`src/gaussian_blur_5x5_rgb_top_defines.svh`:
```
// ----------------------------------------------------------------------------
// gaussian blur 5x5 rgb - assertion macros
// shared assertion helpers for the blur block, clocked on i_clk and
// disabled while i_rst_n is low
// ----------------------------------------------------------------------------
`ifndef GAUSSIAN_BLUR_5X5_RGB_TOP_DEFINES_SVH
`define GAUSSIAN_BLUR_5X5_RGB_TOP_DEFINES_SVH

// antecedent holds, consequent must hold in the next cycle
`define GB5_ASSERT_NEXT(lbl, ante, cons, msg) \
    lbl: assert property (@(posedge i_clk) disable iff (!i_rst_n) (ante) |=> (cons)) \
        else $error(msg);

// antecedent holds, consequent must hold in the same cycle
`define GB5_ASSERT_NOW(lbl, ante, cons, msg) \
    lbl: assert property (@(posedge i_clk) disable iff (!i_rst_n) (ante) |-> (cons)) \
        else $error(msg);

`endif

```
`src/gb5_pkg.sv`:
```
// ----------------------------------------------------------------------------
// gb5_pkg - shared types and constants
// sizes, register indexes, kernel classes and the structs passed between
// the blur submodules
// ----------------------------------------------------------------------------
package gb5_pkg;

    localparam int MAX_WIDTH  = 2048;
    localparam int COEF_FRAC  = 16;

    localparam int CH_W       = 8;
    localparam int NUM_CH     = 3;
    localparam int PIX_W      = CH_W * NUM_CH;
    localparam int PAIR_W     = CH_W + 1;
    localparam int WIN_N      = 5;
    localparam int NUM_BANKS  = 4;
    localparam int BANK_W     = $clog2(NUM_BANKS);

    localparam int DIM_W      = 12;
    localparam int MAX_DIM    = 2048;
    localparam int WIDTH_CAP  = (MAX_WIDTH < MAX_DIM) ? MAX_WIDTH : MAX_DIM;
    localparam int COL_W      = $clog2(WIDTH_CAP);
    localparam int OROW_W     = $clog2(MAX_DIM);
    localparam int LB_ADDR_W  = $clog2(MAX_WIDTH);

    localparam int COEF_W     = 16;
    localparam int NUM_CLS    = 6;
    localparam int CSUM_W     = CH_W + 3;
    localparam int PROD_W     = CSUM_W + COEF_W;
    localparam int ACC_W      = PROD_W + 3;

    localparam logic [DIM_W-1:0] MIN_DIM_V   = DIM_W'(5);
    localparam logic [DIM_W-1:0] WIDTH_CAP_V = DIM_W'(WIDTH_CAP);
    localparam logic [DIM_W-1:0] HEIGHT_CAP_V = DIM_W'(MAX_DIM);

    // configuration register indexes
    localparam int CFG_ADDR_W = 3;
    localparam int CFG_DATA_W = 16;
    localparam logic [CFG_ADDR_W-1:0] REG_IMAGE_WIDTH  = 3'd0;
    localparam logic [CFG_ADDR_W-1:0] REG_IMAGE_HEIGHT = 3'd1;
    localparam logic [CFG_ADDR_W-1:0] REG_COEF_D0      = 3'd2;
    localparam logic [CFG_ADDR_W-1:0] REG_COEF_D1      = 3'd3;
    localparam logic [CFG_ADDR_W-1:0] REG_COEF_D2      = 3'd4;
    localparam logic [CFG_ADDR_W-1:0] REG_COEF_D4      = 3'd5;
    localparam logic [CFG_ADDR_W-1:0] REG_COEF_D5      = 3'd6;
    localparam logic [CFG_ADDR_W-1:0] REG_COEF_D8      = 3'd7;

    // kernel distance classes
    localparam int CLS_D0 = 0;
    localparam int CLS_D1 = 1;
    localparam int CLS_D2 = 2;
    localparam int CLS_D4 = 3;
    localparam int CLS_D5 = 4;
    localparam int CLS_D8 = 5;

    localparam logic [DIM_W-1:0]  RST_IMAGE_WIDTH  = 12'd640;
    localparam logic [DIM_W-1:0]  RST_IMAGE_HEIGHT = 12'd480;
    localparam logic [COEF_W-1:0] RST_COEF [NUM_CLS] = '{
        16'd5591, 16'd4477, 16'd3585, 16'd2298, 16'd1840, 16'd945
    };

    typedef logic [PIX_W-1:0]                    t_pix;
    typedef logic [WIN_N-1:0][PIX_W-1:0]         t_wcol;
    typedef logic [NUM_BANKS-1:0][PIX_W-1:0]     t_lcol;
    typedef logic [NUM_CLS-1:0][CSUM_W-1:0]      t_csum;
    typedef logic [NUM_CLS-1:0][PROD_W-1:0]      t_prod;

    // per-column partial sums: outer rows, middle rows, center row
    typedef struct packed {
        logic [NUM_CH-1:0][PAIR_W-1:0] outer;
        logic [NUM_CH-1:0][PAIR_W-1:0] mid;
        logic [NUM_CH-1:0][CH_W-1:0]   ctr;
    } t_psum;

    // per-beat control from the position counters
    typedef struct packed {
        t_pix                   pix;
        logic [LB_ADDR_W-1:0]   addr;
        logic [BANK_W-1:0]      wbank;
        logic                   emit;
        logic                   last;
        logic [WIN_N-1:0]       row_vld;
        logic [WIN_N-1:0]       col_vld;
    } t_ctl;

endpackage

```
`src/gb5_ctrl.sv`:
```
// ----------------------------------------------------------------------------
// gb5_ctrl - frame position counters
// tracks input and output raster positions, decides which beats give a
// result and which window taps fall inside the frame
// ----------------------------------------------------------------------------
module gb5_ctrl import gb5_pkg::*; (
    input  logic             i_clk,
    input  logic             i_rst_n,
    input  logic             i_accept,
    input  logic             i_action,
    input  t_pix             i_pix,
    input  logic [DIM_W-1:0] i_img_w,
    input  logic [DIM_W-1:0] i_img_h,
    output t_ctl             o_ctl
);

    logic [DIM_W-1:0]  w, h;
    logic              restart, emit, last;
    logic [COL_W-1:0]  r_in_col, in_col, n_in_col;
    logic [DIM_W-1:0]  r_in_row, in_row, n_in_row;
    logic [COL_W-1:0]  r_out_col, out_col, n_out_col;
    logic [OROW_W-1:0] r_out_row, out_row, n_out_row;

    always_comb begin
        w = (i_img_w < MIN_DIM_V) ? MIN_DIM_V :
            ((i_img_w > WIDTH_CAP_V) ? WIDTH_CAP_V : i_img_w);
        h = (i_img_h < MIN_DIM_V) ? MIN_DIM_V :
            ((i_img_h > HEIGHT_CAP_V) ? HEIGHT_CAP_V : i_img_h);

        restart = (DIM_W'(r_in_col) >= w) ||
                  ((DIM_W + 1)'(r_in_row) >= ((DIM_W + 1)'(h) + (DIM_W + 1)'(3))) ||
                  (DIM_W'(r_out_col) >= w) || (DIM_W'(r_out_row) >= h);

        in_col  = restart ? '0 : r_in_col;
        in_row  = restart ? '0 : r_in_row;
        out_col = restart ? '0 : r_out_col;
        out_row = restart ? '0 : r_out_row;

        emit = (in_row > DIM_W'(2)) || ((in_row == DIM_W'(2)) && (in_col >= COL_W'(2)));
        last = (DIM_W'(out_row) == (h - DIM_W'(1))) && (DIM_W'(out_col) == (w - DIM_W'(1)));

        n_in_col  = in_col;
        n_in_row  = in_row;
        n_out_col = out_col;
        n_out_row = out_row;
        if (emit && last) begin
            n_in_col  = '0;
            n_in_row  = '0;
            n_out_col = '0;
            n_out_row = '0;
        end else begin
            if (emit) begin
                if ((DIM_W'(out_col) + DIM_W'(1)) == w) begin
                    n_out_col = '0;
                    n_out_row = out_row + OROW_W'(1);
                end else begin
                    n_out_col = out_col + COL_W'(1);
                end
            end
            if ((DIM_W'(in_col) + DIM_W'(1)) == w) begin
                n_in_col = '0;
                n_in_row = in_row + DIM_W'(1);
            end else begin
                n_in_col = in_col + COL_W'(1);
            end
        end

        o_ctl.pix   = (!i_action && (in_row < h)) ? i_pix : '0;
        o_ctl.addr  = LB_ADDR_W'(in_col);
        o_ctl.wbank = in_row[BANK_W-1:0];
        o_ctl.emit  = emit;
        o_ctl.last  = last;

        o_ctl.row_vld[0] = out_row >= OROW_W'(2);
        o_ctl.row_vld[1] = out_row >= OROW_W'(1);
        o_ctl.row_vld[2] = 1'b1;
        o_ctl.row_vld[3] = (DIM_W'(out_row) + DIM_W'(1)) < h;
        o_ctl.row_vld[4] = (DIM_W'(out_row) + DIM_W'(2)) < h;

        o_ctl.col_vld[0] = out_col >= COL_W'(2);
        o_ctl.col_vld[1] = out_col >= COL_W'(1);
        o_ctl.col_vld[2] = 1'b1;
        o_ctl.col_vld[3] = (DIM_W'(out_col) + DIM_W'(1)) < w;
        o_ctl.col_vld[4] = (DIM_W'(out_col) + DIM_W'(2)) < w;
    end

    always_ff @(posedge i_clk) begin
        if (!i_rst_n) begin
            r_in_col  <= '0;
            r_in_row  <= '0;
            r_out_col <= '0;
            r_out_row <= '0;
        end else if (i_accept) begin
            r_in_col  <= n_in_col;
            r_in_row  <= n_in_row;
            r_out_col <= n_out_col;
            r_out_row <= n_out_row;
        end
    end

endmodule

```
`config.mk`:
```
export PLATFORM = sky130hd
export DESIGN_NAME = gb5_ctrl
export DESIGN_NICKNAME = d
export VERILOG_FILES = /design/src/gaussian_blur_5x5_rgb_top_defines.svh /design/src/gb5_pkg.sv /design/src/gb5_ctrl.sv
export SDC_FILE = /design/constraint.sdc
export NUM_CORES = 1
export LEC_CHECK = 0
export ABC_AREA = 0
export BUFFER_PORTS_ARGS = -buffer_cell sky130_fd_sc_hd__buf_2
export CAP_MARGIN = 20
export CORE_MARGIN = 2
export CORE_UTILIZATION = 43
export DETAILED_ROUTE_END_ITERATION = 8
export SYNTH_ARGS = -nofsm -noshare
export SYNTH_HDL_FRONTEND = slang
export SYNTH_SLANG_ARGS = --single-unit
```
`constraint.sdc`:
```
create_clock -name i_clk -period 30.2 [get_ports i_clk]
set_clock_uncertainty 0.15 [all_clocks]
set_input_delay 4.53 -clock i_clk [delete_from_list [all_inputs] [get_ports i_clk]]
set_output_delay 4.53 -clock i_clk [all_outputs]
set_load 0.005 [all_outputs]
```
==> flow_summary.toml, run 1 <==
[pwr]
clkPwrFrac_pct = 31.4
p_per_area_nw_per_um2 = 23.06
p_int_uw = 121.5
switchingPower_uw = 72.02
power_frac_seq_pct = 31.9
sw_frac_of_total_pct = 37.22
p_leak_nw = 3.700
combPwrFrac_pct = 36.7
peakVddDrop_mv = 0.02547

[floorplan]
num_rows = 48
dieArea_um2 = 18990
ioPinCount = 101
core_area_um2 = 17420
die-height_um = 137.8
start_util_pct = 44.20
die_w_um = 137.8

[cts]
clock-sinks = 45
clkTransAtPathRegs_ns = 0.06
clock_latency_ns = 0.30
tritoncts = "done"
clock_path_buffers = 2
root_buffer = "clkbuf_16"
ctsResizeCount = 0
htree_levels = 2
post-cts-setup-buffer-count = 0
hold_buffers = 0
cts_made_buffers = 5

[layout]
mostFrequentLayoutCells = "122 x ha_1, 98 x buf_2, 92 x nand2_1"
fin_nets = 1271
layout_commonest_cell = "ha_1"
drive_gt1_share_pct = 12.66
diodes = 0
area_growth_pct = 8.988
design_area_um2 = 8391
fillers = 1748

[timing]
timing.hold.ws_ns = 0.3773
fmax_mhz = 58.50
rsz0062_at_grt = "no"
slew_violations = 0
fin_crit_ns = 17.10
finalHoldViolCount = 0
fin_tns_setup_ns = 0
setup_viol = 0
period_share_pct = 56.61
maxSlewHeadroom_pct = 44.60
tightestPinTransition_ns = 0.8283

[route]
drt_iter0_drc = 606
num_vias = 8024
drt-wirelength-per-cell_um = 18.69
drcViolationCount = 0
ant_nets = 0
drt-vias-per-instance = 6.065
first_pass_iters = 5
routed_wl_mm = 24.73

[critical_path]
worst_setup_path_end_kind = "primary output"
reg2reg_from = "r_out_row[0]"
worstSetupPathType = "in2out"
cp_slowest_cell = "or4b_1"
crit_path_start_kind = "input pin"
arrival_ns = 12.42
cp_common_cell = "ha_1"
required_ns = 25.52
critPathMaxStageDelay_ns = 0.63
startpoint = "i_img_h[9]"
crit_fanout = 37

[logic_synthesis]
postSynthCellCount = 1054
synth_edf_count = 0
ys_types = 89
ys_seq_area_share_pct = 11.70
synth_top_cell_area_share_pct = 19.83
synthArstFlopShare_pct = 0
synth_ff_type = "dfxtp_1"
syn_area_um2 = 7699
ys_ff_latch = 45
postSynthAreaPerCell_um2 = 7.304
synthTopCellsByArea = "ha_1 20%, dfxtp_1 12%, nand2_1 4.5%"
yosys.area.top_type = "ha_1"
yosysWarnings = 0

[flow_run]
drv_cap = 0

[global_routing]
gr-total-overflow = 0
grt_pass1_wl_mm = 39.19
grt_antenna_before_repair = 0
grt_max_degree = 56
grt_pass1_vias = 7289
grt.total_usage_pct = 26.32

[place]
placed_cell_area_um2 = 8233
place_congestion = 0.9371
dp_hpwl_mm = 19.15
io_buffers = 98

[outcome]
outcome = "finished, final reports clean"

[worst_hold_path]
worstHoldStart = "r_in_col[1]"
hp-class = "reg2reg"
[worst max-delay path, delay by kind of cell]
kind                     cells  cell delay [ns]
AO/OA/AOI/OAI                7             1.38
XOR/XNOR                     2             0.33
adder cells (fa/ha/maj)      4             1.25
buffers and inverters        5             1.03
AND/OR/NAND/NOR             14             3.88
[final cells by class]
cell class | instances | area (um2) | area share [%]
repair buffers | 104 | 535.5 | 6.382
well taps | 225 | 281.5 | 3.355
flip-flops and latches | 45 | 900.9 | 10.74
inverters | 48 | 180.2 | 2.147
clock buffers | 7 | 152.6 | 1.819
multi-input cells | 893 | 6335 | 75.50
clock inverters | 1 | 5.005 | 0.05965
[cells by family after synthesis]
group	count (synthesis)	share of synthesized area, %
xor gates and xnor gates	61	6.940
AOI/OAI and AO/OA	254	23.78
other	1	0.04871
DFF	45	11.70
adders and majority gates	122	19.83
buffers and inverters	117	6.225
and+or+nand+nor	450	30.96
muxes	4	0.5201
[cell usage after synthesis, types with 5 or more instances]
cell      count
ha_1        122
nand2_1      92
nor2_1       90
clkbuf_1     49
inv_1        48
o21ai_0      46
dfxtp_1      45
and2_1       44
a21oi_1      43
nand3_1      37
xnor2_1      37
nor2b_1      36
nor3_1       24
xor2_1       24
nand2b_1     21
nand4_1      18
nor4_1       17
o21a_1       16
or4_1        15
and3_1       14
a21o_1       13
o211ai_1     11
a211oi_1      9
a31oi_1       9
o31ai_1       9
a21boi_0      8
buf_2         8
or2_2         7
a211o_1       6
buf_1         6
nand4b_1      6
a22oi_1       5
a32oi_1       5
nor4b_1       5
o32ai_1       5
o41ai_1       5
or3_1         5
[worst paths after layout]
check,slack (ns),to,cells after the start
worst max-delay path,13.10,o_ctl[3],32
worst min register to register,0.38,r_in_col[1],2
worst min-delay path,0.38,r_in_col[1],2
worst max register to register,22.69,r_out_row[9],23
[power by group through the flow]
stage                     registers (mW)  clock network [mW]  logic, mW
final                             0.0617              0.0607     0.0711
after global routing              0.0619              0.0637     0.0786
after CTS                         0.0617              0.0618     0.0706
after detailed placement          0.0630                   0     0.0702
after global placement            0.0631                   0     0.0702
after floorplan                   0.0624                   0     0.0481
[metal layers]
metal	track usage (%)	vias up	part of all wire [%]
met1	37.97	3766	47
met2	41.32	288	45
met3	3.495	35	6.0
met5	0	-	0
met4	6.349	0	1.9
li1	-	3935	-
[through the flow]
step | setup WS (ns) | cells | utilization, % | total power [mW]
final | 13.10 | 1323 | 48.18 | 0.1935
after global routing | 12.52 | 1323 | 48.18 | 0.2042
after CTS | 13.16 | 1323 | 48.18 | 0.1941
after detailed placement | 13.20 | 1315 | 47.27 | 0.1333
after global placement | 13.39 | 1315 | 47.27 | 0.1333
after floorplan | 13.82 | 1055 | - | 0.1105
[flip-flops by register name (all words and copies together), names as in the netlist]
register and flops:
r_in_row 12, r_in_col 11, r_out_col 11, r_out_row 11
Note: power is estimated with default switching activity, not from simulation.
==> inputs of run 2 (changes only) <==
Settings changed: ABC_AREA 0 to 1.
Clock period 30.2 ns to 17 ns, I/O delays scaled along.
==> run 2 against run 1 <==
Against the previous run: power grew 84%; critical path type unchanged; critical path depth grew 9; sequential share of layout area shrank 0.53 points; sequential cell count is the same; synthesized cell count grew 29%; highest routed layer unchanged.
==> flow_summary.toml, run 2 <==
[place]
io_buffers = 98
place_congestion = 0.9517
dp_hpwl_mm = 19.81
place_ws_ns = 4.556

[layout]
fillers = 2023
seqCellArea_um2 = 900.9
mostFrequentLayoutCells = "359 x nand2_1, 201 x inv_1, 161 x nor2_1"
fin_util_pct = 47.49
layout_commonest_cell = "nand2_1"
diodes = 0
multiInputGateArea_um2 = 6175
regMostFlops = "r_in_row"
area_growth_pct = 8.827
fin_nets = 1612
largest_reg_flops = 12
drive_gt1_share_pct = 11.88

[cts]
clock-sinks = 45
clock_latency_ns = 0.31
clock_path_buffers = 2
root_buffer = "clkbuf_16"
tritoncts = "done"
cts_made_buffers = 5
post-cts-setup-buffer-count = 0
clkTransAtPathRegs_ns = 0.07
htree_levels = 2
ctsResizeCount = 0
hold_buffers = 0

[critical_path]
startpoint = "i_img_h[1]"
worstSetupPathType = "in2out"
worst_setup_path_end_kind = "primary output"
crit_path_start_kind = "input pin"
cp_common_cell = "nand2_1"
cp_slowest_cell = "nand3_2"
arrival_ns = 9.84
crit_fanout = 21
reg2reg_depth = 28
reg2reg_from = "r_out_row[9]"
reg2reg_to = "r_out_row[0]"
required_ns = 14.30
rrSetupSlack_ns = 10.45
critPathMaxStageDelay_ns = 0.66

[outcome]
outcome = "finished, final reports clean"

[timing]
period_share_pct = 73.76
tightestPinTransition_ns = 1.015
finalHoldViolCount = 0
slew_violations = 0
setup_viol = 0
fin_tns_setup_ns = 0
rsz0062_at_grt = "no"
worst_slack_ns = 4.460
maxSlewHeadroom_pct = 32.21
fin_crit_ns = 12.54
fmax_mhz = 79.75

[route]
top_layer_used = "met4"
wl_met2_mm = 11.70
drt-wirelength-per-cell_um = 15.33
drt_iter0_drc = 717
drcViolationCount = 0
wl_met1_mm = 12.06
ant_nets = 0
first_pass_iters = 6
wl_met3_mm = 1.555
num_vias = 8706
routed_wl_mm = 25.65
drt-vias-per-instance = 5.204

[logic_synthesis]
synth_top_cell_area_share_pct = 18.83
ys_types = 49
ys_ff_latch = 45
yosysWarnings = 0
synthArstFlopShare_pct = 0
postSynthCellCount = 1363
synth_most_common_cell = "nand2_1"
ys_seq_area_share_pct = 11.11
postSynthAreaPerCell_um2 = 5.948
synth_ff_type = "dfxtp_1"
synthTopCellsByArea = "ha_1 19%, nand2_1 17%, dfxtp_1 11%"
yosys-top-cells-count = "359 x nand2_1, 201 x inv_1, 161 x nor2_1, 122 x ha_1, 114 x nand3_1"
syn_area_um2 = 8108
yosys.area.top_type = "ha_1"
synth_edf_count = 0

[global_routing]
gr-total-overflow = 0
grt_pass1_wl_mm = 40.92
grt_max_degree = 46
grt_antenna_before_repair = 0
grt.total_usage_pct = 25.48
grt_pass1_vias = 7891

[flow_run]
drv_cap = 0

[floorplan]
die_w_um = 141.3
ioPinCount = 101
die-height_um = 141.3
dieArea_um2 = 19970
core_area_um2 = 18580
start_util_pct = 43.64
num_rows = 50

[worst_hold_path]
hold_end = "r_out_col[0]"
hold_depth = 2
hp-class = "reg2reg"
worstHoldStart = "r_out_col[0]"

[pwr]
peakVddDrop_mv = 0.03738
p_leak_nw = 4.859
p_per_area_nw_per_um2 = 40.25
## run 2: where the power goes
group | switching [mW] | internal (mW) | leakage (nW)
combinational | 0.0937 | 0.0453 | 4.43
sequential | 0.00197 | 0.107 | 0.363
clock | 0.0527 | 0.0545 | 0.0706
## run 2: critical path: cells and delay by family
family	cells	cell delay [ns]
simple gates	24	3.81
buf+inv	7	1.41
fa+ha+maj	4	1.02
compound gates	5	0.84
xor+xnor	1	0.16
## run 2: per-stage QoR
stage	hold WS, ns	cells	cell area [um2]	total power [mW]
floorplan	0.2953	1364	8112	0.2111
global placement	0.3075	1665	8685	0.2476
detailed placement	0.3250	1665	8685	0.2491
CTS	0.3354	1673	8823	0.3557
global route	0.3578	1673	8823	0.3763
finish	0.3327	1673	8823	0.3552
## run 2: worst max-delay path by stage
stage / end / cells past startpoint
floorplan: o_ctl[3] / 39
global placement: o_ctl[3] / 41
detailed placement: o_ctl[3] / 41
CTS: o_ctl[3] / 41
global route: o_ctl[3] / 43
finish: o_ctl[3] / 41
## run 2: final cells by class
class | count | share of cell area [%]
Multi-Input combinational cell | 1069 | 69.98
Sequential cell | 45 | 10.21
Clock inverter | 2 | 0.1134
Timing Repair Buffer | 99 | 5.644
Inverter | 218 | 9.274
Tap cell | 234 | 3.318
Clock buffer | 6 | 1.461
## run 2: cells by family (layout without fill, tap and decap cells)
group / Yosys count / count (layout) / synth area share (%)
compound gates: 147 / 147 / 10.02
other cells: 1 / 2 / 0.04625
xor+xnor: 61 / 61 / 6.929
fa+ha+maj: 122 / 122 / 18.83
buf+inv: 250 / 325 / 12.85
simple gates: 737 / 737 / 40.22
flops: 45 / 45 / 11.11
## run 2: layer usage
layer,track usage [%],vias to the layer above
met5,0,-
met4,4.842,0
met3,3.037,29
met2,41.80,276
met1,36.23,3892
li1,-,4509
