### config.mk
export PLATFORM = sky130hd
export DESIGN_NAME = gb5_cell
export DESIGN_NICKNAME = d
export VERILOG_FILES = /design/src/gaussian_blur_5x5_rgb_top_defines.svh /design/src/gb5_pkg.sv /design/src/gb5_cell.sv
export SDC_FILE = /design/constraint.sdc
export NUM_CORES = 1
export LEC_CHECK = 0
export ABC_AREA = 0
export ABC_CLOCK_PERIOD_IN_PS = 4050
export BUFFER_PORTS_ARGS = -buffer_cell sky130_fd_sc_hd__buf_2
export CORE_AREA = 2 2 127 129
export DETAILED_ROUTE_END_ITERATION = 10
export DIE_AREA = 0 0 129 131
export PLACE_DENSITY = 0.74
export SYNTH_ARGS = -nofsm -noshare
export SYNTH_HDL_FRONTEND = slang
export SYNTH_SLANG_ARGS = --single-unit
### constraint.sdc
create_clock -name i_clk -period 4.05 [get_ports i_clk]
set_input_delay 0.81 -clock i_clk [delete_from_list [all_inputs] [get_ports i_clk]]
set_output_delay 0.81 -clock i_clk [all_outputs]
set_load 0.03 [all_outputs]
### src/gaussian_blur_5x5_rgb_top_defines.svh
// ----------------------------------------------------------------------------
// gaussian blur 5x5 rgb - assertion macros
// shared assertion helpers for the blur block, clocked on i_clk and
// disabled while i_rst_n is low
// ----------------------------------------------------------------------------
`ifndef GAUSSIAN_BLUR_5X5_RGB_TOP_DEFINES_SVH
`define GAUSSIAN_BLUR_5X5_RGB_TOP_DEFINES_SVH

// antecedent holds, consequent must hold in the next cycle
`define GB5_ASSERT_NEXT(lbl, ante, cons, msg) \
    lbl: assert property (@(posedge i_clk) disable iff (!i_rst_n) (ante) |=> (cons)) \
        else $error(msg);

// antecedent holds, consequent must hold in the same cycle
`define GB5_ASSERT_NOW(lbl, ante, cons, msg) \
    lbl: assert property (@(posedge i_clk) disable iff (!i_rst_n) (ante) |-> (cons)) \
        else $error(msg);

`endif

### src/gb5_pkg.sv
// ----------------------------------------------------------------------------
// gb5_pkg - shared types and constants
// sizes, register indexes, kernel classes and the structs passed between
// the blur submodules
// ----------------------------------------------------------------------------
package gb5_pkg;

    localparam int MAX_WIDTH  = 2048;
    localparam int COEF_FRAC  = 16;

    localparam int CH_W       = 8;
    localparam int NUM_CH     = 3;
    localparam int PIX_W      = CH_W * NUM_CH;
    localparam int PAIR_W     = CH_W + 1;
    localparam int WIN_N      = 5;
    localparam int NUM_BANKS  = 4;
    localparam int BANK_W     = $clog2(NUM_BANKS);

    localparam int DIM_W      = 12;
    localparam int MAX_DIM    = 2048;
    localparam int WIDTH_CAP  = (MAX_WIDTH < MAX_DIM) ? MAX_WIDTH : MAX_DIM;
    localparam int COL_W      = $clog2(WIDTH_CAP);
    localparam int OROW_W     = $clog2(MAX_DIM);
    localparam int LB_ADDR_W  = $clog2(MAX_WIDTH);

    localparam int COEF_W     = 16;
    localparam int NUM_CLS    = 6;
    localparam int CSUM_W     = CH_W + 3;
    localparam int PROD_W     = CSUM_W + COEF_W;
    localparam int ACC_W      = PROD_W + 3;

    localparam logic [DIM_W-1:0] MIN_DIM_V   = DIM_W'(5);
    localparam logic [DIM_W-1:0] WIDTH_CAP_V = DIM_W'(WIDTH_CAP);
    localparam logic [DIM_W-1:0] HEIGHT_CAP_V = DIM_W'(MAX_DIM);

    // configuration register indexes
    localparam int CFG_ADDR_W = 3;
    localparam int CFG_DATA_W = 16;
    localparam logic [CFG_ADDR_W-1:0] REG_IMAGE_WIDTH  = 3'd0;
    localparam logic [CFG_ADDR_W-1:0] REG_IMAGE_HEIGHT = 3'd1;
    localparam logic [CFG_ADDR_W-1:0] REG_COEF_D0      = 3'd2;
    localparam logic [CFG_ADDR_W-1:0] REG_COEF_D1      = 3'd3;
    localparam logic [CFG_ADDR_W-1:0] REG_COEF_D2      = 3'd4;
    localparam logic [CFG_ADDR_W-1:0] REG_COEF_D4      = 3'd5;
    localparam logic [CFG_ADDR_W-1:0] REG_COEF_D5      = 3'd6;
    localparam logic [CFG_ADDR_W-1:0] REG_COEF_D8      = 3'd7;

    // kernel distance classes
    localparam int CLS_D0 = 0;
    localparam int CLS_D1 = 1;
    localparam int CLS_D2 = 2;
    localparam int CLS_D4 = 3;
    localparam int CLS_D5 = 4;
    localparam int CLS_D8 = 5;

    localparam logic [DIM_W-1:0]  RST_IMAGE_WIDTH  = 12'd640;
    localparam logic [DIM_W-1:0]  RST_IMAGE_HEIGHT = 12'd480;
    localparam logic [COEF_W-1:0] RST_COEF [NUM_CLS] = '{
        16'd5591, 16'd4477, 16'd3585, 16'd2298, 16'd1840, 16'd945
    };

    typedef logic [PIX_W-1:0]                    t_pix;
    typedef logic [WIN_N-1:0][PIX_W-1:0]         t_wcol;
    typedef logic [NUM_BANKS-1:0][PIX_W-1:0]     t_lcol;
    typedef logic [NUM_CLS-1:0][CSUM_W-1:0]      t_csum;
    typedef logic [NUM_CLS-1:0][PROD_W-1:0]      t_prod;

    // per-column partial sums: outer rows, middle rows, center row
    typedef struct packed {
        logic [NUM_CH-1:0][PAIR_W-1:0] outer;
        logic [NUM_CH-1:0][PAIR_W-1:0] mid;
        logic [NUM_CH-1:0][CH_W-1:0]   ctr;
    } t_psum;

    // per-beat control from the position counters
    typedef struct packed {
        t_pix                   pix;
        logic [LB_ADDR_W-1:0]   addr;
        logic [BANK_W-1:0]      wbank;
        logic                   emit;
        logic                   last;
        logic [WIN_N-1:0]       row_vld;
        logic [WIN_N-1:0]       col_vld;
    } t_ctl;

endpackage

### src/gb5_cell.sv
// ----------------------------------------------------------------------------
// gb5_cell - one window column
// holds five pixels of one kernel column, shifts from its right neighbor
// and folds the masked taps into symmetric per-channel pair sums
// ----------------------------------------------------------------------------
module gb5_cell import gb5_pkg::*; (
    input  logic             i_clk,
    input  logic             i_shift,
    input  t_wcol            i_col,
    input  logic             i_col_vld,
    input  logic [WIN_N-1:0] i_row_vld,
    output t_wcol            o_col,
    output t_psum            o_psum
);

    t_wcol r_col;
    t_wcol masked;

    always_ff @(posedge i_clk) begin
        if (i_shift) begin
            r_col <= i_col;
        end
    end

    always_comb begin
        for (int y = 0; y < WIN_N; y++) begin
            masked[y] = (i_col_vld && i_row_vld[y]) ? r_col[y] : '0;
        end
        for (int c = 0; c < NUM_CH; c++) begin
            o_psum.outer[c] = PAIR_W'(masked[0][c*CH_W +: CH_W])
                            + PAIR_W'(masked[4][c*CH_W +: CH_W]);
            o_psum.mid[c]   = PAIR_W'(masked[1][c*CH_W +: CH_W])
                            + PAIR_W'(masked[3][c*CH_W +: CH_W]);
            o_psum.ctr[c]   = masked[2][c*CH_W +: CH_W];
        end
    end

    assign o_col = r_col;

endmodule

==> results of run 1 <==
-- per-stage QoR --
stage	cells	hold slack (ps)	total power, mW	setup slack [ps]	cell area [um2]
after floorplan	474	908.9	2.043	306.2	6210
after global placement	1000	986.6	2.329	250.1	8094
after detailed placement	1000	988.1	2.336	187.3	8094
after CTS	1032	548.4	3.831	173.8	8672
after global routing	1032	547.5	3.932	16.48	8672
final	1032	569.3	3.797	215.6	8672
-- area by class of cell --
class / count / share of cell area, %
clock buffer: 18 / 4.949
clock inverter: 14 / 1.717
inverter: 11 / 0.4761
multi-input combinational: 320 / 28.57
sequential: 120 / 41.55
tap: 216 / 3.116
timing repair buffer: 333 / 19.62
-- cell families after synthesis --
group	count (synthesis)	synth area share [%]
simple gates	163	15.82
xor+xnor	36	5.078
fa+ha+maj	54	11.61
buf+inv	34	2.075
flops	120	58.03
compound gates	67	7.395
-- layer usage --
layer  up-vias  GRT usage (%)  wire length (um)
li1       2450              -                 -
met1      2331          24.27              7175
met2       203          34.02              9030
met3        24          5.741              1136
met4         0          8.120               373
met5         -              0                 0
-- layout by cell type (no fill, tap or decap), types with 4 or more instances in the layout --
cell and instances:
buf_2 324, edfxtp_1 120, and3_1 118, ha_1 48
xnor2_1 25, a21oi_1 17, clkbuf_16 17, inv_1 11
a21oi_2 11, xor2_1 11, nor2_1 11, a21o_1 10
nand2_1 10, buf_4 8, o21a_1 6, o21ai_0 6
o21ai_1 6, and2b_1 6, fa_1 6, nand3_1 4
-- power groups by stage --
stage | combinational [mW] | clock [mW] | sequential [mW]
2_1_floorplan | 0.300 | 0 | 1.74
3_3_place_gp | 0.770 | 0 | 1.56
3_5_place_dp | 0.777 | 0 | 1.56
4_1_cts | 0.781 | 1.52 | 1.53
5_1_grt | 0.825 | 1.56 | 1.55
6_report | 0.776 | 1.49 | 1.53
-- worst max-delay path by stage --
stage	end	slack [ps]	cells past startpoint
2_1_floorplan	o_psum[48]	310	11
3_3_place_gp	o_psum[76]	250	10
3_5_place_dp	o_psum[67]	190	10
4_1_cts	o_psum[50]	170	10
5_1_grt	o_psum[32]	20	10
6_report	o_psum[50]	220	10
==> out/qor.csv, run 1 <==
stage;metric;value;unit
routing;DR WL/cell;17.17;um
routing;vias per inst;4.853;
cts;Hold Buf Count CTS;0;
logic_synthesis;commonest cells in the netlist;edfxtp_1 (120), and3_1 (118), ha_1 (48), xnor2_1 (25), clkbuf_1 (22);
routing;Pre-antenna DRT Iters;6;
floorplan;starting density of the core;39.81;%
logic_synthesis;Async S/R FF share, synth;0;%
routing;final wirelength;17.72;mm
timing;Max Slew Vio Count;0;
setup_path;critical path data required time;3240;ps
global_routing;vias in the first global route;4858;
global_routing;initial antenna violation count;0;
cts;Clk pin slew, worst setup/hold paths;60;ps
layout;area grow syn2layout;39.65;%
timing;endpoints failing hold;0;
setup_path;crit path capture type;primary output;
routing;DRC Markers;0;
floorplan;Die Width;129;um
global_routing;global-route wire length before repair;25.54;mm
setup_path;crit start category;primary input;
logic_synthesis;Avg Cell Area, Syn;13.10;um2
layout;nets;985;
setup_path;Max FO, Critical Path;30;
timing;Slew HR;54.30;%
setup_path;crit-path cells;buf_2 > buf_4 > nand3_1 > fa_1 > nor2b_4 > o21ai_2 > a21oi_1 > a211oi_1 > a21oi_1 > buf_2;
placement;RePlAce Congestion;0.8028;
cts;CTS resizes;0;
setup_path;critical path class;in -> out;
floorplan;total core area;15600;um2
global_routing;Total GRT Usage;20.08;%
floorplan;I/O pins;326;
logic_synthesis;Synth Register Bits;120;
timing;Highest Clock Rate;0.2608;GHz
logic_synthesis;Yosys top cell area share;58.03;%
setup_path;CP arrival;3020;ps
logic_synthesis;Cells after Synth;474;
layout;ANT cells;0;
cts;Max clock buf depth;2;
setup_path;Worst path max stage delay;540;ps
pwr;Clk pwr share;39.2;%
timing;Tmin final;3834;ps
cts;CTS tree;built;
logic_synthesis;Netlist cell types;33;
worst_hold_path;hold path endpoint;o_col[58];
logic_synthesis;largest area contributor in the netlist;edfxtp_1;
cts;Clock Sinks;120;
routing;Antenna Nets Post-Route;0;
setup_path;Slowest-stage cell, CP;fa_1;
status;status;complete, no violations;
timing;post-route setup TNS;0;ps
timing;Slew @ Worst Pin;685.6;ps
worst_hold_path;worst min path class;in -> reg;
layout;area occupied by registers;3603;um2
logic_synthesis;syn nets;656;
layout;max reg flops;120;
pwr;total internal power;2.627;mW
global_routing;grt total ovfl;0;
routing;total number of vias;5008;
logic_synthesis;register area share after synthesis;58.03;%
layout;# fillers;1375;
pwr;Leakage;4.534;nW
floorplan;Core Rows;46;
worst_hold_path;Hold Crit Depth;1;
placement;post-DP HPWL;13.59;mm
layout;layout cells sized above 1;46.69;%
run;max_cap viols;0;
placement;port bufs;325;
logic_synthesis;Top FF cell, synth;edfxtp_1;
cts;CTS Buf Count;17;
timing;Tcrit/Tclk final;94.68;%
pwr;Reg power frac;40.4;%
logic_synthesis;cell with the most instances after synthesis;edfxtp_1;
setup_path;CP delay by family, top;buffers and inverters;
floorplan;die area;16900;um2
pwr;Power Dens Cells;437.8;nW/um2
layout;area of the multi-input gates;2477;um2
cts;CTS root buffer;clkbuf_16;
timing;final setup fails;0;
cts;H-tree Lvls;4;
routing;1st-iter DRT viols;217;
pwr;Max VDD drop;0.3188;mV
timing;setup repair after global routing missed its margin;false;
layout;post-layout util;55.60;%
global_routing;pin count of the biggest net entering global routing;55;
pwr;sw power;1.170;mW
setup_path;WP buf/inv;3;
pwr;Comb pwr share;20.4;%
cts;setup repair bufs after CTS;0;
logic_synthesis;Yosys Warn Count;0;
floorplan;Die Ht;131;um
worst_hold_path;Hold Startpoint;i_col[58];
logic_synthesis;Syn Std Cell Area;6210;um2
logic_synthesis;top post-synthesis cells by area;edfxtp_1 (58%), and3_1 (12%), ha_1 (9.7%);
setup_path;worst setup path startpoint;i_col_vld;
pwr;Sw Ratio;30.82;%
logic_synthesis;number of synthesized flops with an enable pin;120;
Note: power is estimated with default switching activity, not from simulation.
==> run 2, diff against run 1 <==
Settings changed: CORE_AREA 2 2 127 129 to 2 2 137 139, DIE_AREA 0 0 129 131 to 0 0 139 141, PLACE_DENSITY 0.74 to 0.66.
==> run 2 against run 1 <==
Cell count grew 1.8%. Clock power is essentially flat. First-iteration DRC count shrank 6.9%. Fmax grew 0.40%. Total power shrank 0.19%. Non-clock buffer count grew 1. Core utilization shrank 7.9 points. Critical path type unchanged. Largest power group unchanged.
==> out/qor.csv, run 2 (synthesis gave the netlist of run 1 again) <==
stage;metric;value;unit
setup_path;crit-path cells;buf_2 > buf_12 > and3_1 > ha_1 > fa_1 > a21o_1 > a21oi_2 > o21ai_1 > nor4_1 > a21oi_1 > buf_2;
timing;setup repair after global routing missed its margin;false;
worst_hold_path;worst min path class;in -> reg;
placement;RePlAce Congestion;0.8163;
cts;CTS tree;built;
cts;setup repair bufs after CTS;0;
global_routing;pin count of the biggest net entering global routing;56;
global_routing;gr busiest metal;met2;
run;max_cap viols;0;
setup_path;Most common cell on crit path;buf_2;
floorplan;Core Rows;50;
routing;DR WL/cell;17.54;um
setup_path;critical path data required time;3240;ps
floorplan;Die Width;139;um
setup_path;CP arrival;3010;ps
layout;commonest non-fill, non-tap cell in the layout;buf_2;
cts;H-tree Lvls;4;
cts;Max clock buf depth;2;
routing;vias per inst;4.838;
setup_path;Worst path max stage delay;410;ps
global_routing;grt total ovfl;0;
routing;DRC Markers;0;
timing;final setup fails;0;
setup_path;Max FO, Critical Path;40;
layout;# fillers;1712;
worst_hold_path;hold path endpoint;o_col[91];
cts;CTS resizes;0;
layout;area grow syn2layout;40.18;%
cts;CTS Buf Count;17;
cts;Clock Sinks;120;
timing;Tmin final;3819;ps
worst_hold_path;Hold Crit Depth;1;
global_routing;met1 usage;22.20;%
timing;Slew HR;63.48;%
setup_path;critical path class;in -> out;
cts;CTS root buffer;clkbuf_16;
global_routing;Total GRT Usage;18.27;%
cts;Clk pin slew, worst setup/hold paths;60;ps
floorplan;total core area;18270;um2
setup_path;CP Depth;11;
placement;pre-CTS WS;234.3;ps
placement;port bufs;325;
global_routing;met2 Use GR;31.19;%
timing;post-route setup TNS;0;ps
setup_path;CP delay by family, top;adder cells;
setup_path;WP buf/inv;3;
floorplan;starting density of the core;33.99;%
pwr;Power Dens Cells;435.4;nW/um2
timing;Slew @ Worst Pin;547.7;ps
routing;Antenna Nets Post-Route;0;
global_routing;initial antenna violation count;1;
pwr;Leakage;4.527;nW
floorplan;Die Ht;141;um
layout;nets;986;
routing;1st-iter DRT viols;202;
pwr;Max VDD drop;0.2662;mV
status;status;complete, no violations;
global_routing;met3 GRT Util;4.620;%
layout;max reg flops;120;
layout;commonest non-fill, non-tap cells in the layout;buf_2 (324), edfxtp_1 (120), and3_1 (118);
layout;area of the multi-input gates;2477;um2
worst_hold_path;Hold Startpoint;i_col[91];
pwr;overall power;3.790;mW
floorplan;die area;19600;um2
layout;ANT cells;0;
routing;final wirelength;18.44;mm
layout;layout cells sized above 1;46.88;%
global_routing;global-route wire length before repair;27.59;mm
layout;post-route insts no fill;1051;
cts;Hold Buf Count CTS;0;
timing;Tcrit/Tclk final;94.29;%
routing;total number of vias;5085;
timing;Highest Clock Rate;0.2619;GHz
placement;post-DP HPWL;14.22;mm
routing;Pre-antenna DRT Iters;4;
layout;post-layout util;47.65;%
timing;worst setup margin;231.1;ps
setup_path;crit path capture type;primary output;
layout;area occupied by registers;3603;um2
setup_path;Slowest-stage cell, CP;fa_1;
floorplan;I/O pins;326;
timing;endpoints failing hold;0;
global_routing;vias in the first global route;5029;
placement;dpl cells;1019;
timing;Max Slew Vio Count;0;
setup_path;crit start category;primary input;
## run 2: worst max-delay path by stage
stage	from	end	slack [ps]
finish	i_col_vld	o_psum[41]	230
global route	i_col_vld	o_psum[41]	90
CTS	i_col_vld	o_psum[41]	220
detailed placement	i_col_vld	o_psum[41]	230
global placement	i_col_vld	o_psum[41]	310
floorplan	i_col_vld	o_psum[48]	310
## run 2: report_power, final
part,total [mW],internal [mW],switching (mW)
Clock,1.47,0.858,0.615
Sequential,1.54,1.48,0.0555
Combinational,0.781,0.239,0.542
Total,3.79,2.58,1.21
## run 2: stage by stage
step           hold slack [ps]  area [um2]
2_1_floorplan            908.9        6210
3_3_place_gp             986.5        8137
3_5_place_dp             988.1        8137
4_1_cts                  541.7        8705
5_1_grt                  542.6        8705
6_report                 562.8        8705
## run 2: area by class of cell
class / count / share of cell area, %
well taps: 234 / 3.364
multi-input cells: 320 / 28.46
inverters: 11 / 0.4743
clock inverters: 14 / 1.596
repair buffers: 334 / 19.78
flip-flops and latches: 120 / 41.40
clock buffers: 18 / 4.930
## run 2: metal layers
metal	wire length, um	share of wire (%)
met5	13	0.071
met1	7545	41
met2	9275	50
met4	480	2.6
met3	1123	6.1
==> run 3, diff against run 2 <==
Settings changed: CORE_AREA 2 2 137 139 to 5 5 123 125, DIE_AREA 0 0 139 141 to 0 0 128 130, MAX_ROUTING_LAYER set to met4, PLACE_DENSITY 0.66 to 0.82.
==> run 3 against run 2 <==
Design area is 1.4% lower. Worst hold slack better by 6.3 ps. Combinational power hardly changed. Clock power is 12% lower. Critical path depth stayed put. Routed wire length is 1.3% higher. Sequential share of layout area is 0.60 points higher. Die area is 15% lower. Global-route usage is 4.0 points higher. Worst setup slack better by 62 ps. Cell count is 5.2% lower. Largest cell class unchanged.
==> out/qor.csv, run 3 (synthesis gave the netlist of run 1 again) <==
stage;metric;value;unit
global_routing;grt total ovfl;0;
worst_hold_path;worst min path class;in -> reg;
global_routing;pin count of the biggest net entering global routing;64;
cts;CTS tree;built;
routing;met3 wire length;1.384;mm
global_routing;Total GRT Usage;22.27;%
layout;commonest non-fill, non-tap cells in the layout;buf_2 (324), edfxtp_1 (120), and3_1 (118);
cts;Max clock buf depth;2;
setup_path;Max FO, Critical Path;12;
timing;Worst Hold Slack;569.1;ps
timing;endpoints failing hold;0;
routing;vias per inst;5.098;
routing;final wirelength;18.69;mm
timing;Tmin final;3757;ps
floorplan;total core area;13770;um2
routing;Metal-1 WL;7.174;mm
layout;commonest non-fill, non-tap cell in the layout;buf_2;
layout;post-layout util;62.30;%
routing;Met2 Wirelength;9.743;mm
setup_path;crit path capture type;primary output;
timing;worst setup margin;293.4;ps
timing;Highest Clock Rate;0.2662;GHz
cts;Clock Sinks;120;
timing;setup repair after global routing missed its margin;false;
cts;Clk pin slew, worst setup/hold paths;60;ps
pwr;overall power;3.621;mW
timing;Tcrit/Tclk final;92.76;%
placement;Post-DP Area;8069;um2
timing;Slew HR;48.08;%
setup_path;critical path data required time;3240;ps
layout;post-route insts no fill;996;
global_routing;global-route wire length before repair;27.34;mm
run;max_cap viols;0;
routing;DRC Markers;0;
timing;Max Slew Vio Count;0;
routing;DR WL/cell;18.76;um
timing;post-route setup TNS;0;ps
timing;final setup fails;0;
floorplan;Die Ht;130;um
cts;Hold Buf Count CTS;0;
pwr;Power Dens Cells;421.9;nW/um2
placement;pre-CTS WS;363.2;ps
setup_path;CP endpoint;o_psum[32];
global_routing;vias in the first global route;5191;
cts;CTS resizes;0;
floorplan;Core Rows;43;
floorplan;Die Width;128;um
routing;1st-iter DRT viols;199;
cts;setup repair bufs after CTS;0;
global_routing;initial antenna violation count;1;
routing;Pre-antenna DRT Iters;4;
timing;Slew @ Worst Pin;778.8;ps
setup_path;crit start category;primary input;
layout;nets;986;
layout;layout cells sized above 1;46.50;%
placement;port bufs;325;
setup_path;critical path class;in -> out;
cts;CTS root buffer;clkbuf_16;
pwr;Max VDD drop;0.3709;mV
floorplan;starting density of the core;45.09;%
routing;total number of vias;5078;
layout;Final Cell Area;8581;um2
setup_path;CP arrival;2950;ps
setup_path;worst setup path startpoint;i_col_vld;
placement;RePlAce Congestion;0.8744;
routing;Max Used Layer;met4;
placement;dpl cells;965;
cts;CTS Buf Count;17;
floorplan;die area;16640;um2
layout;max reg flops;120;
routing;Antenna Nets Post-Route;0;
floorplan;I/O pins;326;
status;status;complete, no violations;
pwr;Leakage;4.500;nW
cts;H-tree Lvls;4;
placement;post-DP HPWL;14.69;mm
layout;area grow syn2layout;38.18;%
run 3: final cells by class:
cell class                      instances  area (um2)
Fill cell                            1126        5192
Tap cell                              180       225.2
Sequential cell                       120        3603
Clock inverter                         13       83.83
Multi-Input combinational cell        320        2477
Inverter                               11       41.29
Clock buffer                           17       425.4
Antenna cell                            1       2.502
Timing Repair Buffer                  334        1722
run 3: worst min-delay path by stage:
stage	endpoint	slack, ps	start	cells after the start
after CTS	o_col[113]	550	i_col[113]	1
after floorplan	o_col[0]	910	i_col[0]	0
after detailed placement	o_col[64]	990	i_col[64]	1
after global routing	o_col[89]	540	i_col[89]	1
final	o_col[113]	570	i_col[113]	1
after global placement	o_col[46]	990	i_col[46]	1
run 3: per-layer routing:
metal  vias up  track usage, %
met5         -               -
met4         0           7.179
met3        28           6.590
met2       210           38.39
met1      2392           24.97
li1       2448               -
run 3: worst max-delay path, stage by stage:
cell     delay (ps)
buf_2           140
buf_4           180
and3_1          150
ha_1            220
fa_1            410
a21o_1          180
a21oi_2         180
o21ai_1         140
nor4_1          260
a21oi_1          80
buf_2           190
run 3: power by group:
| group | leakage (nW) | switching [mW] | internal (mW) | total, mW |
|---|---|---|---|---|
| Combinational | 3.09 | 0.543 | 0.239 | 0.781 |
| Clock | 0.232 | 0.534 | 0.766 | 1.30 |
| Sequential | 1.17 | 0.0578 | 1.48 | 1.54 |
